<file path="src/cursor_shape_overlay_unit_macros.svh">
// ---------------------------------------------------------------------------
// cursor shape overlay: assertion macros
// concurrent checks on the rising edge of clk, with and without reset gating
// ---------------------------------------------------------------------------
`ifndef CURSOR_SHAPE_OVERLAY_UNIT_MACROS_SVH
`define CURSOR_SHAPE_OVERLAY_UNIT_MACROS_SVH

// check gated off while rst is high
`define CSOV_CHECK(lbl, prop, msg) \
  lbl: assert property (@(posedge clk) disable iff (rst) prop) else $error(msg);

// check that also holds through reset
`define CSOV_CHECK_RST(lbl, prop, msg) \
  lbl: assert property (@(posedge clk) prop) else $error(msg);

`endif

</file>
<file path="src/csov_pkg.sv">
// ---------------------------------------------------------------------------
// csov_pkg
// types and constants shared by the cursor shape overlay modules
// ---------------------------------------------------------------------------
package csov_pkg;

  localparam int unsigned CfgDataW    = 13;
  localparam int unsigned MaxFrameDim = 4096;

  localparam logic [31:0] PixBlack = 32'hFF00_0000;
  localparam logic [31:0] PixWhite = 32'hFFFF_FFFF;
  localparam logic [31:0] RgbMask  = 32'h00FF_FFFF;
  localparam logic [7:0]  ChanMax  = 8'hFF;

  typedef enum logic [1:0] {
    CT_COLOR  = 2'd0,
    CT_MONO   = 2'd1,
    CT_MASKED = 2'd2,
    CT_NONE   = 2'd3
  } csov_ctype_e;

  typedef enum logic [2:0] {
    REG_CURSOR_TYPE   = 3'd0,
    REG_CURSOR_LEFT   = 3'd1,
    REG_CURSOR_TOP    = 3'd2,
    REG_CURSOR_WIDTH  = 3'd3,
    REG_CURSOR_HEIGHT = 3'd4,
    REG_SHAPE_PITCH   = 3'd5,
    REG_FRAME_WIDTH   = 3'd6,
    REG_FRAME_HEIGHT  = 3'd7
  } csov_reg_e;

  typedef struct packed {
    csov_ctype_e cursor_type;
    logic [12:0] cursor_left;
    logic [12:0] cursor_top;
    logic [6:0]  cursor_width;
    logic [7:0]  cursor_height;
    logic [8:0]  shape_pitch;
    logic [12:0] frame_width;
    logic [12:0] frame_height;
  } csov_cfg_t;

  typedef struct packed {
    logic        mode;
    logic [11:0] shape_address;
    logic [31:0] shape_word;
    logic [11:0] pixel_col;
    logic [11:0] pixel_row;
    logic [31:0] pixel_in;
  } csov_item_t;

  typedef struct packed {
    logic        hit;
    logic [31:0] pixel;
    logic [1:0]  lane_a;
    logic [1:0]  lane_x;
    logic [2:0]  bitpos;
  } csov_tag_t;

endpackage

</file>
<file path="src/csov_locate.sv">
// ---------------------------------------------------------------------------
// csov_locate
// cursor rectangle test and shape memory addressing, in registered stages
// ---------------------------------------------------------------------------
module csov_locate import csov_pkg::*; #(
  parameter int SHAPE_WORDS = 4096
) (
  input  logic                           clk,
  input  logic                           adv,
  input  csov_cfg_t                      cfg,
  input  csov_item_t                     item,
  output logic [$clog2(SHAPE_WORDS)-1:0] rd_addr_a,
  output logic [$clog2(SHAPE_WORDS)-1:0] rd_addr_x,
  output logic [$clog2(SHAPE_WORDS)-1:0] ld_addr,
  output logic [31:0]                    ld_word,
  output csov_tag_t                      tag3
);

  localparam int AW = $clog2(SHAPE_WORDS);

  logic [7:0]         rows;
  logic signed [13:0] cx;
  logic signed [13:0] cy;
  logic               in_frame;
  logic               in_rect;

  logic        hit2;
  logic [6:0]  ux2;
  logic [7:0]  uy2;
  logic [7:0]  rows2;
  logic [31:0] pixel2;
  logic [11:0] addr2;
  logic [31:0] word2;

  logic [8:0]  row_x;
  logic [16:0] prod_a3;
  logic [17:0] prod_x3;
  logic        hit3;
  logic [6:0]  ux3;
  logic [31:0] pixel3;
  logic [11:0] addr3;
  logic [31:0] word3;

  logic [17:0] off_a;
  logic [17:0] off_x;

  // stage 1: cursor relative position and rectangle test
  always_comb begin
    rows = (cfg.cursor_type == CT_MONO) ? {1'b0, cfg.cursor_height[7:1]} : cfg.cursor_height;
    cx = $signed({2'b00, item.pixel_col}) - $signed({cfg.cursor_left[12], cfg.cursor_left});
    cy = $signed({2'b00, item.pixel_row}) - $signed({cfg.cursor_top[12], cfg.cursor_top});
    in_frame = ({1'b0, item.pixel_col} < cfg.frame_width)
            && ({1'b0, item.pixel_row} < cfg.frame_height)
            && (32'(item.pixel_col) < MaxFrameDim)
            && (32'(item.pixel_row) < MaxFrameDim);
    in_rect = !cx[13] && (cx[12:0] < {6'd0, cfg.cursor_width})
           && !cy[13] && (cy[12:0] < {5'd0, rows});
  end

  always_ff @(posedge clk) begin
    if (adv) begin
      hit2   <= (cfg.cursor_type != CT_NONE) && in_frame && in_rect;
      ux2    <= cx[6:0];
      uy2    <= cy[7:0];
      rows2  <= rows;
      pixel2 <= item.pixel_in;
      addr2  <= item.shape_address;
      word2  <= item.shape_word;
    end
  end

  // stage 2: row offsets into the shape
  assign row_x = {1'b0, rows2} + {1'b0, uy2};

  always_ff @(posedge clk) begin
    if (adv) begin
      prod_a3 <= {9'd0, uy2} * {8'd0, cfg.shape_pitch};
      prod_x3 <= {9'd0, row_x} * {9'd0, cfg.shape_pitch};
      hit3    <= hit2;
      ux3     <= ux2;
      pixel3  <= pixel2;
      addr3   <= addr2;
      word3   <= word2;
    end
  end

  // stage 3: byte offsets and word addresses
  always_comb begin
    if (cfg.cursor_type == CT_MONO) begin
      off_a = {1'b0, prod_a3} + {14'd0, ux3[6:3]};
    end else begin
      off_a = {1'b0, prod_a3} + {9'd0, ux3, 2'b00};
    end
    off_x = prod_x3 + {14'd0, ux3[6:3]};
  end

  // word count is a power of two, so the address wraps by truncation
  assign rd_addr_a = AW'(off_a[17:2]);
  assign rd_addr_x = AW'(off_x[17:2]);
  assign ld_addr   = AW'(addr3);
  assign ld_word   = word3;

  assign tag3.hit    = hit3;
  assign tag3.pixel  = pixel3;
  assign tag3.lane_a = off_a[1:0];
  assign tag3.lane_x = off_x[1:0];
  assign tag3.bitpos = ~ux3[2:0];

endmodule

</file>
<file path="config.mk">
export PLATFORM = sky130hd
export DESIGN_NAME = csov_locate
export DESIGN_NICKNAME = d
export VERILOG_FILES = /design/src/cursor_shape_overlay_unit_macros.svh /design/src/csov_pkg.sv /design/src/csov_locate.sv
export SDC_FILE = /design/constraint.sdc
export NUM_CORES = 1
export LEC_CHECK = 0
export ABC_AREA = 1
export BUFFER_PORTS_ARGS = -buffer_cell sky130_fd_sc_hd__buf_2
export CAP_MARGIN = 20
export CORE_ASPECT_RATIO = 0.8
export CORE_MARGIN = 1.5
export CORE_UTILIZATION = 45
export CTS_CLUSTER_SIZE = 16
export DETAILED_ROUTE_END_ITERATION = 8
export GPL_TIMING_DRIVEN = 0
export PLACE_DENSITY = 0.72
export SYNTH_ARGS = -nofsm -noshare
export SYNTH_HDL_FRONTEND = slang
export SYNTH_SLANG_ARGS = --single-unit
</file>
<file path="constraint.sdc">
create_clock -name clk -period 8.31 [get_ports clk]
set_input_delay 2.493 -clock clk [delete_from_list [all_inputs] [get_ports clk]]
set_output_delay 2.493 -clock clk [all_outputs]
set_load 0.01 [all_outputs]
</file>
==> flow_summary.toml <==
[synthesis]
ys_ff_latch = 212
synth.most_common_cell = "inv_1"
ys.flop_type = "edfxtp_1"
syn-instance-count = 1450
synthesis.area_sq_mm = 0.0144
avgSynthCellArea_sq_um = 9.92
synth_cell_types = 43
yosysSeqAreaShare_pct = 44.3
synth_top_area_share_pct = 44.3
synth_enable_flop_cells = 212
synthArstFlopShare_pct = 0
ys_warn_count = 0
synth_area_leaders = "edfxtp_1, fa_1, ha_1"
ys_top_cells_by_count = "inv_1, nand2_1, edfxtp_1"
syn_nets = 1855
yosysTopAreaCell = "edfxtp_1"

[clocking]
h-tree-depth = 1
clk_pin_slew_ns = 0.07
cts.path.max_buffers = 3
root_buffer = "clkbuf_16"
numCtsBuffers = 23
cts_setup_buffers = 0
cts_resized = 0
insertion_delay_ns = 0.53
cts_tree = "built"
cts_hold_buf = 0
cts_sinks = 212

[outcome]
outcome = "completed"

[worst_setup_path]
path_class = "input port to flip-flop"
startpoint_type = "input port"
worstPathArrival_ns = 6.99
end_kind = "flip-flop"
worstPathRequired_ns = 8.61
cp_max_fo = 10

[place]
numPortBuffers = 284
dpl.hpwl_mm = 25.3
gp_congestion = 0.855
pre_cts_ws_ns = 1.10
dpl_cell_area_sq_mm = 0.0164

[run]
maxCapViolCount = 0

[sta]
slew_headroom_pct = 45.8
tightest_slew_ns = 0.813
setup_ws_ns = 1.62
post-route-period-util_pct = 80.6
grt_setup_unrepaired = "false"
drv_slew = 0
fin_setup_tns_ns = 0
setup_viol = 0
final_hold_viol_count = 0
clock_skew_ns = 0.0233
fmax_mhz = 149
finalCriticalPeriod_ns = 6.69

[die]
fp-row-count = 58
dieArea_sq_mm = 0.0330
core-area_sq_mm = 0.0314
top_level_ports = 289
die_y_microns = 163
die_x_microns = 203
start_util_pct = 45.8

[hold_path]
hold_path.class = "flip-flop to flip-flop"

[detailed_routing]
routed_wl_mm = 31.4
via_per_inst = 4.76
drc_errors = 0
first_pass_iters = 5
wl_per_cell_microns = 14.3
num_vias = 10500
final_antenna_net_count = 0
drt_iter0_drc = 651

[layout]
fin_nets = 2165
drive_above_1_share_pct = 20.1
fin_util_pct = 54.5
design_area_sq_mm = 0.0171
syn_to_final_growth_pct = 19.0

[global_routing]
grt_pass1_wl_mm = 50.2
antenna_found_initial = 1
grt_max_degree = 109
grt_usage_pct = 19.1
grt-ovfl-total = 0
grt_pass1_vias = 10200

[power]
vdd_ir_drop_max_uv = 523
powerDensity_mw_per_mm2 = 351
p_leak_nw = 8.71
==> placed cells by master (no fill, tap or decap), drive strengths merged, types with 5 or more instances in the layout <==
cell,n
edfxtp,212
or2,8
a31oi,6
nor2,89
xor2,36
o31ai,5
o21ai,30
buf,287
ha,133
nor3,11
inv,352
a21oi,56
fa,91
xnor2,21
nand4,12
nand3,35
clkinv,6
o21bai,6
nand2,306
clkbuf,50
==> area by class of cell <==
class | count | area, sq um
fillers | 2779 | 14300
multi-input cells | 866 | 6620
flip-flops and latches | 212 | 6370
repair buffers | 285 | 1460
inverters | 349 | 1310
clock buffers | 29 | 598
well taps | 420 | 526
clock inverters | 12 | 145
plain buffers | 23 | 91.3
diodes | 1 | 2.50
==> kinds of logic after synthesis <==
kind of cell,after synthesis,synth area share (%)
xor gates and xnor gates,57,3.47
and+or+nand+nor,472,13.7
adders and majority gates,224,24.2
buffers and inverters,372,9.74
AOI/OAI and AO/OA,113,4.63
DFF,212,44.3
==> power breakdown <==
| part | internal [W] | switching (W) | total (W) | leakage [nW] |
|---|---|---|---|---|
| Sequential | 0.00150 | 0.0000835 | 0.00159 | 2.08 |
| Combinational | 0.00137 | 0.00204 | 0.00341 | 6.27 |
| Clock | 0.000583 | 0.000421 | 0.00100 | 0.363 |
==> stage by stage <==
step                      instances  power, W  hold WS [ns]
final                          2197   0.00600         0.406
after global routing           2196   0.00662         0.424
after CTS                      2196   0.00608         0.405
after detailed placement       2155   0.00501         0.405
after global placement         2154   0.00491         0.400
after floorplan                1450   0.00417         0.400
==> per-layer routing <==
metal,up-vias,wire length (microns),global-route usage [%]
met5,-,0,0
met4,0,689,4.88
met3,48,2190,3.82
met2,344,14200,30.9
met1,4876,14300,26.3
li1,5196,-,-
==> sequential cells by signal (all words and copies together) (netlist names) <==
name / cells
pixel2: 32
hit2: 1
pixel3: 32
prod_x3: 14
rows2: 8
word2: 32
prod_a3: 14
hit3: 1
ux3: 7
ux2: 7
addr2: 12
uy2: 8
ld_addr: 12
ld_word: 32
==> final timing paths <==
path | depth (start not counted) | startpoint | to | slack, ns
max reg2reg | 24 | uy2[1] | prod_x3[13] | 1.87
min reg2reg | 0 | pixel2[17] | pixel3[17] | 0.41
max | 19 | cfg[27] | prod_x3[13] | 1.62
min | 0 | pixel2[17] | pixel3[17] | 0.41
==> worst max-delay path, cell delays in order <==
cell      delay, ns
clkbuf_1       0.34
clkbuf_1       0.43
nand2_1        0.14
fa_1           0.52
inv_1          0.05
fa_1           0.49
fa_1           0.50
inv_1          0.06
fa_1           0.52
inv_1          0.04
ha_1           0.34
nand2_1        0.08
nor3_1         0.21
nand3_1        0.14
nand4_1        0.16
xor2_1         0.24
nand3_1        0.11
nand2_1        0.07
inv_1          0.03
Power figures use the tool's default switching activity.
