## config.mk

```make
export PLATFORM = sky130hd
export DESIGN_NAME = csov_blend
export DESIGN_NICKNAME = d
export VERILOG_FILES = /design/src/cursor_shape_overlay_unit_macros.svh /design/src/csov_pkg.sv /design/src/csov_blend.sv
export SDC_FILE = /design/constraint.sdc
export NUM_CORES = 1
export LEC_CHECK = 0
export BUFFER_PORTS_ARGS = -buffer_cell sky130_fd_sc_hd__buf_2
export CAP_MARGIN = 10
export CORE_UTILIZATION = 40
export CTS_CLUSTER_SIZE = 28
export DETAILED_ROUTE_END_ITERATION = 8
export GPL_ROUTABILITY_DRIVEN = 1
export SYNTH_ARGS = -nofsm -noshare
export SYNTH_HDL_FRONTEND = slang
export SYNTH_SLANG_ARGS = --single-unit
```

## constraint.sdc

```tcl
create_clock -name clk -period 9.2 [get_ports clk]
set_input_delay 1.84 -clock clk [delete_from_list [all_inputs] [get_ports clk]]
set_output_delay 1.84 -clock clk [all_outputs]
set_load 0.1 [all_outputs]
```

## src/cursor_shape_overlay_unit_macros.svh

```systemverilog
// ---------------------------------------------------------------------------
// cursor shape overlay: assertion macros
// concurrent checks on the rising edge of clk, with and without reset gating
// ---------------------------------------------------------------------------
`ifndef CURSOR_SHAPE_OVERLAY_UNIT_MACROS_SVH
`define CURSOR_SHAPE_OVERLAY_UNIT_MACROS_SVH

// check gated off while rst is high
`define CSOV_CHECK(lbl, prop, msg) \
  lbl: assert property (@(posedge clk) disable iff (rst) prop) else $error(msg);

// check that also holds through reset
`define CSOV_CHECK_RST(lbl, prop, msg) \
  lbl: assert property (@(posedge clk) prop) else $error(msg);

`endif

```

## src/csov_pkg.sv

```systemverilog
// ---------------------------------------------------------------------------
// csov_pkg
// types and constants shared by the cursor shape overlay modules
// ---------------------------------------------------------------------------
package csov_pkg;

  localparam int unsigned CfgDataW    = 13;
  localparam int unsigned MaxFrameDim = 4096;

  localparam logic [31:0] PixBlack = 32'hFF00_0000;
  localparam logic [31:0] PixWhite = 32'hFFFF_FFFF;
  localparam logic [31:0] RgbMask  = 32'h00FF_FFFF;
  localparam logic [7:0]  ChanMax  = 8'hFF;

  typedef enum logic [1:0] {
    CT_COLOR  = 2'd0,
    CT_MONO   = 2'd1,
    CT_MASKED = 2'd2,
    CT_NONE   = 2'd3
  } csov_ctype_e;

  typedef enum logic [2:0] {
    REG_CURSOR_TYPE   = 3'd0,
    REG_CURSOR_LEFT   = 3'd1,
    REG_CURSOR_TOP    = 3'd2,
    REG_CURSOR_WIDTH  = 3'd3,
    REG_CURSOR_HEIGHT = 3'd4,
    REG_SHAPE_PITCH   = 3'd5,
    REG_FRAME_WIDTH   = 3'd6,
    REG_FRAME_HEIGHT  = 3'd7
  } csov_reg_e;

  typedef struct packed {
    csov_ctype_e cursor_type;
    logic [12:0] cursor_left;
    logic [12:0] cursor_top;
    logic [6:0]  cursor_width;
    logic [7:0]  cursor_height;
    logic [8:0]  shape_pitch;
    logic [12:0] frame_width;
    logic [12:0] frame_height;
  } csov_cfg_t;

  typedef struct packed {
    logic        mode;
    logic [11:0] shape_address;
    logic [31:0] shape_word;
    logic [11:0] pixel_col;
    logic [11:0] pixel_row;
    logic [31:0] pixel_in;
  } csov_item_t;

  typedef struct packed {
    logic        hit;
    logic [31:0] pixel;
    logic [1:0]  lane_a;
    logic [1:0]  lane_x;
    logic [2:0]  bitpos;
  } csov_tag_t;

endpackage

```

## src/csov_blend.sv

```systemverilog
// ---------------------------------------------------------------------------
// csov_blend
// cursor type decode, alpha multiply and divide by 255, two register stages
// ---------------------------------------------------------------------------
module csov_blend import csov_pkg::*; (
  input  logic        clk,
  input  logic        adv,
  input  csov_cfg_t   cfg,
  input  csov_tag_t   tag3,
  input  logic [31:0] rdata_a,
  input  logic [31:0] rdata_x,
  output logic [31:0] res_pixel,
  output logic        res_hit
);

  function automatic logic [7:0] lane_byte(input logic [31:0] w, input logic [1:0] lane);
    logic [7:0] b;
    case (lane)
      2'd0:    b = w[7:0];
      2'd1:    b = w[15:8];
      2'd2:    b = w[23:16];
      default: b = w[31:24];
    endcase
    return b;
  endfunction

  // exact x/255 for x up to 255*255
  function automatic logic [7:0] div255(input logic [16:0] x);
    logic [16:0] q;
    q = x + {8'd0, x[16:8]} + 17'd1;
    return q[15:8];
  endfunction

  csov_tag_t   tag4;
  logic [7:0]  byte_a;
  logic [7:0]  byte_x;
  logic        and_bit;
  logic        xor_bit;
  logic [7:0]  alpha;
  logic [7:0]  inv_alpha;
  logic [31:0] shape_rgb;
  logic [31:0] direct;
  logic        use_blend;

  logic [15:0] ps5 [3];
  logic [15:0] pd5 [3];
  logic [31:0] direct5;
  logic        use_blend5;
  logic        hit5;
  logic [7:0]  chan [3];

  always_ff @(posedge clk) begin
    if (adv) begin
      tag4 <= tag3;
    end
  end

  // stage 4: shape decode
  always_comb begin
    byte_a    = lane_byte(rdata_a, tag4.lane_a);
    byte_x    = lane_byte(rdata_x, tag4.lane_x);
    and_bit   = byte_a[tag4.bitpos];
    xor_bit   = byte_x[tag4.bitpos];
    alpha     = rdata_a[31:24];
    inv_alpha = ChanMax - alpha;
    shape_rgb = rdata_a & RgbMask;
    direct    = tag4.pixel;
    use_blend = 1'b0;
    if (tag4.hit) begin
      case (cfg.cursor_type)
        CT_MONO: begin
          case ({and_bit, xor_bit})
            2'b00:   direct = PixBlack;
            2'b01:   direct = PixWhite;
            2'b10:   direct = tag4.pixel;
            default: direct = tag4.pixel ^ RgbMask;
          endcase
        end
        CT_COLOR: begin
          if (alpha == ChanMax) begin
            direct = PixBlack | shape_rgb;
          end else if (alpha != 8'd0) begin
            use_blend = 1'b1;
          end
        end
        CT_MASKED: begin
          if (alpha == 8'd0) begin
            direct = PixBlack | shape_rgb;
          end else begin
            direct = tag4.pixel ^ shape_rgb;
          end
        end
        default: direct = tag4.pixel;
      endcase
    end
  end

  always_ff @(posedge clk) begin
    if (adv) begin
      for (int c = 0; c < 3; c++) begin
        ps5[c] <= {8'd0, rdata_a[8*c +: 8]} * {8'd0, alpha};
        pd5[c] <= {8'd0, tag4.pixel[8*c +: 8]} * {8'd0, inv_alpha};
      end
      direct5    <= direct;
      use_blend5 <= use_blend;
      hit5       <= tag4.hit;
    end
  end

  // stage 5: sum and divide
  always_comb begin
    for (int c = 0; c < 3; c++) begin
      chan[c] = div255({1'b0, ps5[c]} + {1'b0, pd5[c]});
    end
  end

  assign res_pixel = use_blend5 ? (PixBlack | {8'd0, chan[2], chan[1], chan[0]}) : direct5;
  assign res_hit   = hit5;

endmodule

```

==> results of run 1 <==
[layout by cell type, fill, tap and decap left out, drive strengths merged, types with 7 or more instances in the layout]
cell type / count
and2: 159
mux2: 8
o22ai: 8
edfxtp: 170
nand2: 134
mux2i: 36
fa: 219
o21ai: 102
o21a: 17
clkbuf: 18
nand3: 28
ha: 288
nor2b: 173
mux4: 17
a31oi: 7
a21oi: 171
a21o: 29
nor2: 115
nor3: 27
or3: 7
buf: 156
nand2b: 53
o41a: 9
or2: 12
nand4: 34
xor2: 28
xnor2: 117
inv: 349
[synthesized netlist by cell type (7+ instances only)]
library cell / n
ha_1: 288
fa_1: 219
nor3_1: 26
xor2_1: 28
buf_2: 10
o21ai_1: 47
nor2b_1: 173
o21a_1: 17
mux2i_1: 35
or3_1: 7
o21ai_0: 54
inv_1: 345
a21o_1: 29
o41a_1: 9
clkbuf_1: 117
nor2_1: 115
o22ai_1: 8
a21oi_1: 170
nand3_1: 27
nand2b_1: 53
and2_1: 159
edfxtp_1: 170
xnor2_1: 116
nand4_1: 34
mux2_2: 7
a31oi_1: 7
or2_2: 11
nand2_1: 134
mux4_2: 17
[worst register-to-register path, delay by kind of cell (launching register included)]
kind / cells / cell delay [ps]
adders and majority gates: 5 / 2220
AOI/OAI and AO/OA: 6 / 1180
DFF: 1 / 640
and+or+nand+nor: 2 / 390
xor gates and xnor gates: 1 / 180
buffers and inverters: 2 / 90
[layer usage]
metal / share of wire / vias to the layer above / GRT usage
li1: - / 8510 / -
met1: 0.43 / 8866 / 0.261
met2: 0.48 / 517 / 0.354
met3: 0.054 / 95 / 0.0316
met4: 0.030 / 4 / 0.0870
met5: 0.00038 / - / 0
[kinds of logic (layout without fill, tap and decap cells)]
logic type / after synthesis / after routing / share of synthesized area
and+or+nand+nor: 766 / 766 / 0.175
adders and majority gates: 507 / 507 / 0.336
buffers and inverters: 483 / 534 / 0.0783
AOI/OAI and AO/OA: 406 / 406 / 0.106
DFF: 170 / 170 / 0.215
xor gates and xnor gates: 145 / 145 / 0.0538
muxes: 61 / 61 / 0.0358
other: 0 / 3 / 0
[where the power goes]
part | internal, mW | total, mW | switching, mW
sequential | 1.19 | 1.31 | 0.117
clock | 0.400 | 0.746 | 0.346
combinational | 2.43 | 6.48 | 4.05
[sequential cells by signal (all words and copies together), names as in the netlist]
register,count
pd5,48
ps5,48
tag4,40
direct5,32
res_hit,1
use_blend5,1
[cell type report]
class,count,area share
Antenna cell,3,0.000293
Timing Repair Buffer,156,0.0323
Clock inverter,14,0.00577
Sequential cell,170,0.200
Inverter,346,0.0508
Tap cell,765,0.0374
Clock buffer,18,0.0168
Multi-Input combinational cell,1885,0.657
[final timing paths]
check | startpoint | to | slack (ps) | depth (start not counted)
max reg2reg | tag4[10] | pd5[0][15] | 4220 | 16
min reg2reg | tag4[37] | direct5[30] | 490 | 1
min | tag4[37] | direct5[30] | 490 | 1
max | ps5[0][32] | res_pixel[22] | 1780 | 20
==> results.json, run 1 <==
{
  "finish.instance_area_sq_mm": 0.0256,
  "root_buffer": "clkbuf_16",
  "cp-start-kind": "flop",
  "fp.dieW_um": 246,
  "hpwl_um": 44700,
  "end_kind": "output port",
  "fin_hold_ws_ps": 487,
  "utilization": 0.440,
  "finalCritPeriodShare": 0.806,
  "setup_ws_ps": 1780,
  "area_growth_pct": 7.67,
  "synth.yosys.seq_area_share": 0.215,
  "port-buffer-count": 140,
  "async_flop_share": 0,
  "fin_skew_ps": 16.5,
  "place_inst": 3322,
  "netlist.area_leader.share": 0.215,
  "syn_area_sq_mm": 0.0238,
  "vias_per_cell": 5.36,
  "wl_um": 60000,
  "timing.critical_path.cells": "ha_1 -> inv_1 -> fa_1 -> nor2b_1 -> o31a_4 -> o221ai_1 -> a21oi_1 -> a211oi_1 -> xnor2_1 -> ha_1 -> a2111oi_0 -> nand2_1 -> nor3_1 -> mux2_4 -> o41ai_2 -> and2_1 -> nand4_1 -> xor2_1 -> a21oi_1 -> buf_2",
  "dpl_worst_slack_ps": 2160,
  "setup_violations": 0,
  "fmax_mhz": 135,
  "dr.pass1.iters": 6,
  "synth_fp_nets": 3229,
  "ys.flop_type": "edfxtp_1",
  "cpPeakStageDelay_ps": 540,
  "grt_pass1_wl_um": 97600,
  "leakagePower_nw": 11.7,
  "status": "finished, final reports clean",
  "synth_top_area_cell": "edfxtp_1",
  "setup_tns_ps": 0,
  "row_count": 88,
  "arrival_ps": 5580,
  "drtIter0Drc": 1205,
  "relSlewSlack": 0.232,
  "cts_setup_buffers": 0,
  "cts_tree": "yes",
  "core_sq_mm": 0.0581,
  "path_clk_slew_ps": 80,
  "clk_latency_ps": 490,
  "postSynthCellCount": 2538,
  "min_period_ps": 7420,
  "grt_antenna_before_repair": 5,
  "chipHeight_um": 246,
  "ir_worst_vdd_uv": 350,
  "yosysWarnings": 0,
  "antenna_left": 0,
  "power.total_mw": 8.54,
  "vias": 17992,
  "clkSinkCount": 170,
  "power.density_mw_per_mm2": 334,
  "hold_path_class": "reg2reg",
  "crit_fanout": 6,
  "nFillCells": 5710,
  "critPathBufInv": 2,
  "gp_congestion": 0.837,
  "syn_area_per_cell_sq_um": 9.36,
  "cts-hold-fix-buffers": 0,
  "ctsResizeCount": 0,
  "finalHoldViolations": 0,
  "drive_gt1_frac": 0.0931,
  "multiInputGateArea_sq_mm": 0.0168,
  "dpl_cell_area_sq_mm": 0.0250,
  "overflow": 0,
  "fin_cells": 3357,
  "synth-edff-count": 170,
  "crit_slowest_cell": "a2111oi_0",
  "grt_pass1_vias": 18815,
  "cts_buffers": 17,
  "rsz0062_at_grt": "no",
  "grt_max_degree": 87,
  "required_ps": 7360,
  "ys_ff_latch": 170,
  "synth_cell_types": 78,
  "drv_slew": 0,
  "ios": 217,
  "wl_per_cell_um": 17.9,
  "grt_usage": 0.208,
  "cap_violations": 0,
  "path_class": "reg2out",
  "worstMarginPinSlew_ps": 1150,
  "final_nets": 3267,
  "clockBufferDepth": 2,
  "cp_top_family": "compound AO/OA/AOI/OAI gates",
  "register_area_sq_mm": 0.00510,
  "h-tree-depth": 4,
  "start_util": 0.409,
  "synth.top_cells.by_area": "edfxtp_1, fa_1, ha_1",
  "die_area_sq_mm": 0.0604,
  "drc_errors": 0
}
Power figures use the tool's default switching activity.
==> run 2: changes to the inputs <==
Clock period 9.2 ns to 7.5 ns, I/O delays scaled along.
==> run 2 against run 1 <==
Effect of this change:
- the run now ends with design-rule violations left
- non-clock buffer count up 3
- via count rose by 0.24%
- die area unchanged
- sequential power is 23% higher
==> results.json, run 2 (synthesized netlist as in run 1, its figures left out) <==
{
  "cts-hold-fix-buffers": 0,
  "cp-startpoint": "ps5[0][32]",
  "power.density_mw_per_mm2": 410,
  "dr.pass1.iters": 7,
  "leakagePower_nw": 11.8,
  "cp-start-kind": "flop",
  "hpwl_um": 44900,
  "grt_pass1_vias": 18833,
  "relSlewSlack": 0.220,
  "ir_worst_vdd_uv": 646,
  "cts_tree": "yes",
  "drc_errors": 1,
  "chipHeight_um": 246,
  "cts_buffers": 17,
  "drtIter0Drc": 1038,
  "crit_slowest_cell": "a2111oi_0",
  "status": "finished with violations",
  "required_ps": 6000,
  "hold_path_class": "reg2reg",
  "worstMarginPinSlew_ps": 1170,
  "gp_congestion": 0.847,
  "arrival_ps": 5610,
  "end_kind": "output port",
  "drv_slew": 0,
  "fmax_mhz": 141,
  "failed_checks": "design-rule violations",
  "rsz0062_at_grt": "no",
  "die_area_sq_mm": 0.0604,
  "min_period_ps": 7110,
  "clkSinkCount": 170,
  "path_class": "reg2out",
  "grt_max_degree": 89,
  "cts_setup_buffers": 0,
  "h-tree-depth": 4,
  "cap_violations": 0,
  "core_sq_mm": 0.0581,
  "antenna_left": 0,
  "setup_tns_ps": 0,
  "clockBufferDepth": 2,
  "cpPeakStageDelay_ps": 560,
  "fin_hold_ws_ps": 515,
  "fp.dieW_um": 246,
  "overflow": 0,
  "start_util": 0.409,
  "vias_per_cell": 5.37,
  "timing.rr.start": "tag4[10]",
  "grt_antenna_before_repair": 3,
  "finalHoldViolations": 0,
  "wl_um": 59900,
  "timing.critical_path.cells": "ha_1 -> inv_1 -> fa_1 -> nor2b_1 -> o31a_4 -> o221ai_1 -> a21oi_1 -> a211oi_1 -> xnor2_1 -> ha_1 -> a2111oi_0 -> nand2_1 -> nor3_1 -> mux2_4 -> o41ai_2 -> and2_1 -> nand3_4 -> xor2_1 -> a21oi_1 -> clkbuf_4",
  "setup_violations": 0,
  "ios": 217,
  "area_growth_pct": 8.01,
  "crit_fanout": 6,
  "path_clk_slew_ps": 70,
  "fin_skew_ps": 18.3,
  "hold_start": "tag4[37]",
  "wl_per_cell_um": 17.8,
  "finalCritPeriodShare": 0.948,
  "port-buffer-count": 140,
  "top_regs": "pd5 (48), ps5 (48), tag4 (40)",
  "vias": 18036,
  "grt_usage": 0.208,
  "num_antenna_cells": 0,
  "grt_pass1_wl_um": 97800,
  "clk_latency_ps": 510,
  "layout_common_cells": "inv_1, ha_1, fa_1, nor2b_1",
  "drive_gt1_frac": 0.0957,
  "final_common_cell": "inv_1",
  "root_buffer": "clkbuf_16",
  "nFillCells": 5656,
  "final_nets": 3270,
  "row_count": 88
}
## run 2: cell count changes in the layout (fill, tap and decap cells not counted)
cell / before / now
clkbuf_1: 1 / 0
inv_8: 1 / 2
clkinv_1: 3 / 0
buf_12: 0 / 3
clkinv_4: 2 / 0
clkinvlp_4: 4 / 3
diode_2: 3 / 0
inv_6: 2 / 8
clkbuf_4: 0 / 2
buf_2: 139 / 137
## run 2: what timing repair did
action,CTS,global route
endpoints found under the setup margin,0,2
hold endpoints to repair,0,0
gates resized for setup,0,2
## run 2: critical path, delay by kind of cell, from the launching register on
kind            cells  cell delay (ps)
compound gates      7             2070
xor+xnor            2              380
fa+ha+maj           3              750
buf+inv             2              480
flops               1              380
mux                 1              190
simple gates        5              850
## run 2: cell type report
type | instances | area [sq um] | area share
Sequential cell | 170 | 5100 | 0.199
Timing Repair Buffer | 159 | 892 | 0.0348
Multi-Input combinational cell | 1885 | 16800 | 0.655
Clock buffer | 17 | 425 | 0.0166
Inverter | 346 | 1300 | 0.0506
Clock inverter | 15 | 175 | 0.00683
Tap cell | 765 | 957 | 0.0373
## run 2: metal layers
metal / GRT usage / share of wire / vias to the layer above
li1: - / - / 8510
met1: 0.262 / 0.44 / 8908
met2: 0.354 / 0.48 / 508
met3: 0.0296 / 0.048 / 110
met4: 0.0901 / 0.037 / 0
met5: 0 / 0 / -
## run 2: path summary, 6_finish.rpt
| kind | to | slack [ps] | cells past startpoint |
|---|---|---|---|
| max | res_pixel[21] | 390 | 20 |
| max reg2reg | pd5[0][15] | 2490 | 16 |
| min reg2reg | direct5[30] | 510 | 1 |
| min | direct5[30] | 510 | 1 |
## run 2: power by group
| part | switching (mW) | internal [mW] | total (mW) |
|---|---|---|---|
| Sequential | 0.147 | 1.46 | 1.61 |
| Clock | 0.447 | 0.501 | 0.949 |
| Combinational | 4.97 | 2.99 | 7.96 |
| Total | 5.56 | 4.96 | 10.5 |
## run 2: stage by stage
step | worst slack [ps] | util | area [sq um] | std cells | total power, mW
2_1_floorplan | 595 | - | 23800 | 2538 | 7.86
3_3_place_gp | 959 | 0.431 | 25100 | 3325 | 9.35
6_report | 388 | 0.441 | 25700 | 3357 | 10.5
4_1_cts | 341 | 0.441 | 25700 | 3357 | 10.6
5_1_grt | 21.3 | 0.441 | 25700 | 3357 | 11.5
3_5_place_dp | 907 | 0.431 | 25100 | 3325 | 9.54
